<file path="src/wrg_pkg.sv">
// shared constants, types and word functions of the well44497 generator
`default_nettype none

package wrg_pkg;

   localparam int POOL_DEPTH = 1391;
   localparam int ADDR_W     = 11;
   localparam int WORD_W     = 32;
   localparam int REQ_DATA_W = 48;

   localparam logic [ADDR_W-1:0] POOL_LEN  = ADDR_W'(POOL_DEPTH);
   localparam logic [ADDR_W-1:0] OFS_A     = ADDR_W'(23);
   localparam logic [ADDR_W-1:0] OFS_B     = ADDR_W'(481);
   localparam logic [ADDR_W-1:0] OFS_C     = ADDR_W'(229);
   localparam logic [ADDR_W-1:0] OFS_M1    = ADDR_W'(POOL_DEPTH - 1);
   localparam logic [ADDR_W-1:0] OFS_M2    = ADDR_W'(POOL_DEPTH - 2);

   localparam logic [WORD_W-1:0] LOW_MASK  = 32'h0000_7fff;
   localparam logic [WORD_W-1:0] HIGH_MASK = 32'hffff_8000;
   localparam logic [WORD_W-1:0] MIX_XOR   = 32'hb729_fcec;
   localparam logic [WORD_W-1:0] MIX_KEEP  = 32'hfbff_ffff;
   localparam logic [WORD_W-1:0] MIX_TEST  = 32'h0002_0000;
   localparam logic [WORD_W-1:0] TEMPER_B  = 32'h93dd_1400;
   localparam logic [WORD_W-1:0] TEMPER_C  = 32'hfa11_8000;

   localparam logic KIND_LOAD = 1'b0;
   localparam logic KIND_DRAW = 1'b1;

   typedef enum logic [2:0] {
      ST_IDLE,
      ST_FETCH_BC,
      ST_FETCH_Z,
      ST_MIX,
      ST_DONE
   } state_type;

   // which pair of pool words the two read ports fetch
   typedef enum logic [1:0] {
      RD_P_A,
      RD_B_C,
      RD_M1_M2
   } rd_sel_type;

   typedef struct packed {
      rd_sel_type rd_sel;
      logic       load;
      logic       cap_pa;
      logic       cap_bc;
      logic       mix;
      logic       fin;
   } cmd_type;

   typedef struct packed {
      logic out_busy;
   } status_type;

   function automatic logic [ADDR_W-1:0] wrap_add(input logic [ADDR_W-1:0] base,
                                                  input logic [ADDR_W-1:0] ofs);
      logic [ADDR_W:0] s;
      s = {1'b0, base} + {1'b0, ofs};
      if (s >= {1'b0, POOL_LEN}) begin
         s = s - {1'b0, POOL_LEN};
      end
      return s[ADDR_W-1:0];
   endfunction

   function automatic logic [WORD_W-1:0] mix_rot(input logic [WORD_W-1:0] v);
      logic [WORD_W-1:0] r;
      r = {v[22:0], v[31:23]} & MIX_KEEP;
      if ((v & MIX_TEST) != '0) begin
         r = r ^ MIX_XOR;
      end
      return r;
   endfunction

   function automatic logic [WORD_W-1:0] temper(input logic [WORD_W-1:0] v);
      logic [WORD_W-1:0] y;
      y = v ^ ((v << 7) & TEMPER_B);
      y = y ^ ((y << 15) & TEMPER_C);
      return y;
   endfunction

endpackage

`default_nettype wire

</file>
<file path="src/wrg_ctrl.sv">
// sequencer for seed loads and draws
`default_nettype none

module wrg_ctrl (
   input  wire logic                clock,
   input  wire logic                reset,
   input  wire logic                req_tvalid,
   output logic                     req_tready,
   input  wire logic                req_tuser,
   input  wire wrg_pkg::status_type status,
   output wrg_pkg::cmd_type         cmd
);

   wrg_pkg::state_type state_ff, state_in;
   logic               accept;

   always_ff @(posedge clock) begin
      if (reset) begin
         state_ff <= wrg_pkg::ST_IDLE;
      end else begin
         state_ff <= state_in;
      end
   end

   always_comb begin
      state_in   = state_ff;
      req_tready = 1'b0;
      accept     = 1'b0;
      cmd        = '0;
      cmd.rd_sel = wrg_pkg::RD_P_A;
      unique case (state_ff)
         wrg_pkg::ST_IDLE: begin
            req_tready = 1'b1;
            accept     = req_tvalid;
            if (accept) begin
               if (req_tuser == wrg_pkg::KIND_DRAW) begin
                  state_in = wrg_pkg::ST_FETCH_BC;
               end else begin
                  cmd.load = 1'b1;
               end
            end
         end
         wrg_pkg::ST_FETCH_BC: begin
            cmd.cap_pa = 1'b1;
            cmd.rd_sel = wrg_pkg::RD_B_C;
            state_in   = wrg_pkg::ST_FETCH_Z;
         end
         wrg_pkg::ST_FETCH_Z: begin
            cmd.cap_bc = 1'b1;
            cmd.rd_sel = wrg_pkg::RD_M1_M2;
            state_in   = wrg_pkg::ST_MIX;
         end
         wrg_pkg::ST_MIX: begin
            cmd.mix  = 1'b1;
            state_in = wrg_pkg::ST_DONE;
         end
         wrg_pkg::ST_DONE: begin
            // hold here until the result register is free
            if (!status.out_busy) begin
               cmd.fin  = 1'b1;
               state_in = wrg_pkg::ST_IDLE;
            end
         end
         default: begin
            state_in = wrg_pkg::ST_IDLE;
         end
      endcase
   end

`ifndef ASSERT_OFF
   a_fin_free: assert property (@(posedge clock) disable iff (reset)
      cmd.fin |-> !status.out_busy)
      else $error("result loaded while previous beat still pending");
   a_mix_then_done: assert property (@(posedge clock) disable iff (reset)
      cmd.mix |=> state_ff == wrg_pkg::ST_DONE)
      else $error("mix not followed by done");
   a_draw_starts: assert property (@(posedge clock) disable iff (reset)
      (accept && req_tuser == wrg_pkg::KIND_DRAW) |=> cmd.cap_pa)
      else $error("draw did not start fetching");
`endif

endmodule

`default_nettype wire

</file>
<file path="config.mk">
export PLATFORM = sky130hd
export DESIGN_NAME = wrg_ctrl
export DESIGN_NICKNAME = d
export VERILOG_FILES = /design/src/wrg_pkg.sv /design/src/wrg_ctrl.sv
export SDC_FILE = /design/constraint.sdc
export NUM_CORES = 1
export LEC_CHECK = 0
export BUFFER_PORTS_ARGS = -buffer_cell sky130_fd_sc_hd__buf_2
export CORE_AREA = 3 3 40 42
export DETAILED_ROUTE_END_ITERATION = 7
export DIE_AREA = 0 0 43 45
export GPL_ROUTABILITY_DRIVEN = 0
export GPL_TIMING_DRIVEN = 0
export PLACE_DENSITY = 0.45
export SETUP_SLACK_MARGIN = 0.15
export SYNTH_ARGS = -nofsm -noshare
export SYNTH_HDL_FRONTEND = slang
export SYNTH_SLANG_ARGS = --single-unit
export TNS_END_PERCENT = 1
</file>
<file path="constraint.sdc">
create_clock -name clock -period 1.42 [get_ports clock]
set_clock_uncertainty 0.1 [all_clocks]
set_input_delay 0.142 -clock clock [delete_from_list [all_inputs] [get_ports clock]]
set_output_delay 0.142 -clock clock [all_outputs]
set_load 0.05 [all_outputs]
</file>
=== Yosys cells after proc, flatten, opt, wreduce, memory -nomap -nowiden ===
Cells that the tools add are included.
W data, S select, Z words.

* Equal/unequal tests: 7
* Multiplexer cells: 14
* Reduce and logical (&&, ||, !) cells: 2

{| class="wikitable"
|+ Operators with widths
! cell !! count
|-
| $pmux W3 S5 || 1
|-
| $mux W1 || 9
|-
| $mux W3 || 3
|-
| $eq A3 B2 Y1 const B || 2
|-
| $ne A2 B2 Y1 const B || 3
|-
| $pmux W2 S2 || 1
|-
| $eq A3 B1 Y1 const B || 1
|-
| $eq A3 B3 Y1 const B || 1
|-
| $logic_not A3 Y1 || 1
|-
| $reduce_and A3 Y1 || 1
|}

* Flip-flop bits (word level): 3
* Bits of input ports: 5
* Output and inout port bits: 8
* Logic and storage cells: 24

=== Logic depth before layout (Yosys ltp) ===
* Word-level depth: 3
* Gate-level depth with buffers: 3
* Mapped depth without buffers: 2

=== Worst setup path after synthesis ===
Ideal clock, no wire load.

* Kind: reg2out
* Start point: register state_ff[1]
* End point: output cmd[0] (netlist name)
* Arrival: 2109 ps
* Required time: 1178 ps
* Slack: -931 ps
* Cell stages (with the launch flop): 3
* Path buffers: 1
* Cell sequence: dfxtp_1 -> buf_4 -> nor4b_1

{| class="wikitable"
|+ RTL lines
! what !! line !! RTL
|-
| start, declared || wrg_ctrl.sv:14 || <nowiki>wrg_pkg::state_type state_ff, state_in;</nowiki>
|-
| start signal, assigned || wrg_ctrl.sv:19 || <nowiki>state_ff <= wrg_pkg::ST_IDLE;</nowiki>
|-
| start signal, assigned || wrg_ctrl.sv:21 || <nowiki>state_ff <= state_in;</nowiki>
|-
| end, declared || wrg_ctrl.sv:11 || <nowiki>output wrg_pkg::cmd_type cmd</nowiki>
|}

==> summary.md <==
| Metric | Value |
|---|---|
| Outcome | finished, violations left |
| Failing checks | negative setup slack |
| Syn Area/Cell | 10.51 um2 |
| Worst reg2reg path endpoint | state_ff[2] |
| Die W | 43 um |
| All-Layer GR Usage | 6.156% |
| First-pass GRT wire length | 862 um |
| Fmax | 689.0 MHz |
| # diodes | 0 |
| Post-Syn Area | 210.2 um2 |
| Unrepaired setup endpoints after global routing | yes |
| CP Data Required Time | 1.18 ns |
| Grt total ovfl | 0 |
| Largest net degree at the start of global routing | 10 |
| Core Rows | 13 |
| Final Hold Violating Endpoints | 0 |
| Worst-path fanout max | 9 |
| Setup CP Type | reg -> out |
| Max reg flops | 3 |
| FF-to-FF path depth | 3 |
| Total CTS buffers | 3 |
| Top flop regs | state_ff (3) |
| Clock root buffer | clkbuf_4 |
| Setup ws final | -0.03143 ns |
| # setup viols final | 1 |
| Clock tree sinks | 3 |
| Clk slew on worst S/H paths | 0.04 ns |
| Syn Nets | 25 |
| Layout cells sized above 1 | 75.68% |
| WL final | 495 um |
| Worst vdd ir | 0.2579 mV |
| # H-tree levels | 1 |
| Max-Cap Viols | 0 |
| # Post-CTS Setup Buffers | 0 |
| Clock latency at the later pin of the worst-skew pair | 0.24 ns |
| Worst Path Arrival | 1.21 ns |
| Core Util, Final | 33.11% |
| Period minus WS final | 1.451 ns |
| R2r startpoint | state_ff[2] |
| Power Dens Cells | 1043 mW/mm2 |
| Slew @ Worst Pin | 0.2526 ns |
| Filler instances | 124 |
| Hold Crit Class | in -> reg |
| CTS tree | built |
| Number of global-route vias before repair | 200 |
| Initial DRC count | 3 |
| Placement Cell Area | 326.6 um2 |
| DRC Markers | 0 |
| Most frequent cells in the layout | buf_6 (5), buf_2 (5), buf_8 (4) |
| HPWL after DPL | 397.1 um |
| IO Count | 13 |
| DR vias/cell | 4.115 |
| Pins over their slew limit | 0 |
| Final layout net count | 43 |
| Distinct cells, synth | 13 |
| Hold Path Stages | 3 |
| Drt first pass iters | 2 |
| DIE HEIGHT | 45 um |
| Startpoint Class | flop |
| Reg with most FFs | state_ff |
| Register bit total from synthesis | 3 |
| Rel. slew slack | 83.27% |
| Post-place setup slack | 0.1323 ns |
| Reg2reg setup slack | 0.34 ns |
| Fin crit share | 102.2% |
| Crit. End Element | output pin |
| Routed WL per cell | 9.519 um |
| HP Start | req_tuser |
| DR vias | 214 |
| Leakage | 0.1942 nW |
| Area grow syn2layout | 102.4% |
| Yosys Warn Count | 0 |
| Routed Antenna Nets | 0 |
| Initial Util | 16.36% |
| Antenna violations before repair | 0 |
| Hold EP | state_ff[0] |
| Clk buf depth | 2 |
| Cell count after synthesis | 20 |
| Fin area | 425.4 um2 |
| Die footprint | 0.001935 mm2 |
| Core ar. | 0.001285 mm2 |
| Buffers on Ports | 12 |
| Sequential fraction of the synthesis area | 28.57% |
power breakdown:
part | total (mW) | switching [mW] | internal [mW]
Combinational | 0.196 | 0.115 | 0.0805
Sequential | 0.0951 | 0.00305 | 0.0920
Clock | 0.153 | 0.0475 | 0.106
Total | 0.444 | 0.166 | 0.278
worst max-delay path, cell delays in order, from the launching register on:
cell and delay (ns):
dfxtp_1 0.30, buf_6 0.14, nor3_4 0.18, and3b_2 0.21, buf_8 0.14
area by class of cell:
cell class | count | area (um2) | area share, %
clock buffers | 4 | 26.28 | 6.176
repair buffers | 13 | 121.4 | 28.53
plain buffers | 4 | 45.04 | 10.59
well taps | 15 | 18.77 | 4.412
multi-input cells | 13 | 151.4 | 35.59
flip-flops and latches | 3 | 62.56 | 14.71
logic make-up (layout without fill, tap and decap cells):
kind of cell,Yosys count,count (layout),share of synthesized area [%]
simple gates,10,10,42.26
xor+xnor,1,1,4.167
buf+inv,4,21,17.85
compound gates,2,2,7.141
flops,3,3,28.57
synth_stat cells:
cell | count | area (um2)
nor3b_1 | 3 | 22.52
o21ba_1 | 1 | 10.01
and4bb_1 | 1 | 12.51
a21oi_1 | 1 | 5.000
nor4b_1 | 1 | 8.760
and3b_1 | 2 | 17.52
xnor2_1 | 1 | 8.760
nor3_1 | 1 | 5.000
nor3_4 | 1 | 16.27
nor4_1 | 1 | 6.260
buf_4 | 2 | 15.01
buf_6 | 2 | 22.52
dfxtp_1 | 3 | 60.06
routing by layer:
metal	up-vias	wire length, um	GRT usage, %
met4	0	16	5.422
met5	-	0	0
li1	104	-	-
met1	104	145	5.529
met2	4	318	11.68
met3	2	15	1.195
through the flow:
step	power, mW	std cells	hold slack [ns]	TNS [ns]
2_1_floorplan	0.2292	20	0.1186	-0.2826
3_3_place_gp	0.2578	47	0.2345	0
3_5_place_dp	0.2601	47	0.2414	0
4_1_cts	0.4456	52	0.1294	-0.03706
5_1_grt	0.4609	52	0.1475	-0.09153
6_report	0.4439	52	0.1354	-0.03143
worst max-delay path by stage:
| stage | cells past startpoint | slack [ns] | startpoint | end |
|---|---|---|---|---|
| final | 4 | -0.03 | state_ff[2] | cmd[4] |
| after global routing | 4 | -0.07 | state_ff[2] | cmd[4] |
| after CTS | 4 | -0.04 | state_ff[2] | cmd[4] |
| after detailed placement | 4 | 0.13 | state_ff[1] | cmd[6] |
| after global placement | 4 | 0.15 | state_ff[1] | cmd[6] |
| after floorplan | 3 | -0.17 | state_ff[2] | cmd[4] |
timing repair:
action / in CTS / in global routing
hold buffers: 1 / 0
gates resized for setup: 19 / 2
endpoints found under the setup margin: 8 / 8
endpoints found under the hold margin: 2 / 0
pin swaps: 2 / 1
(Power assumes the default switching activity.)
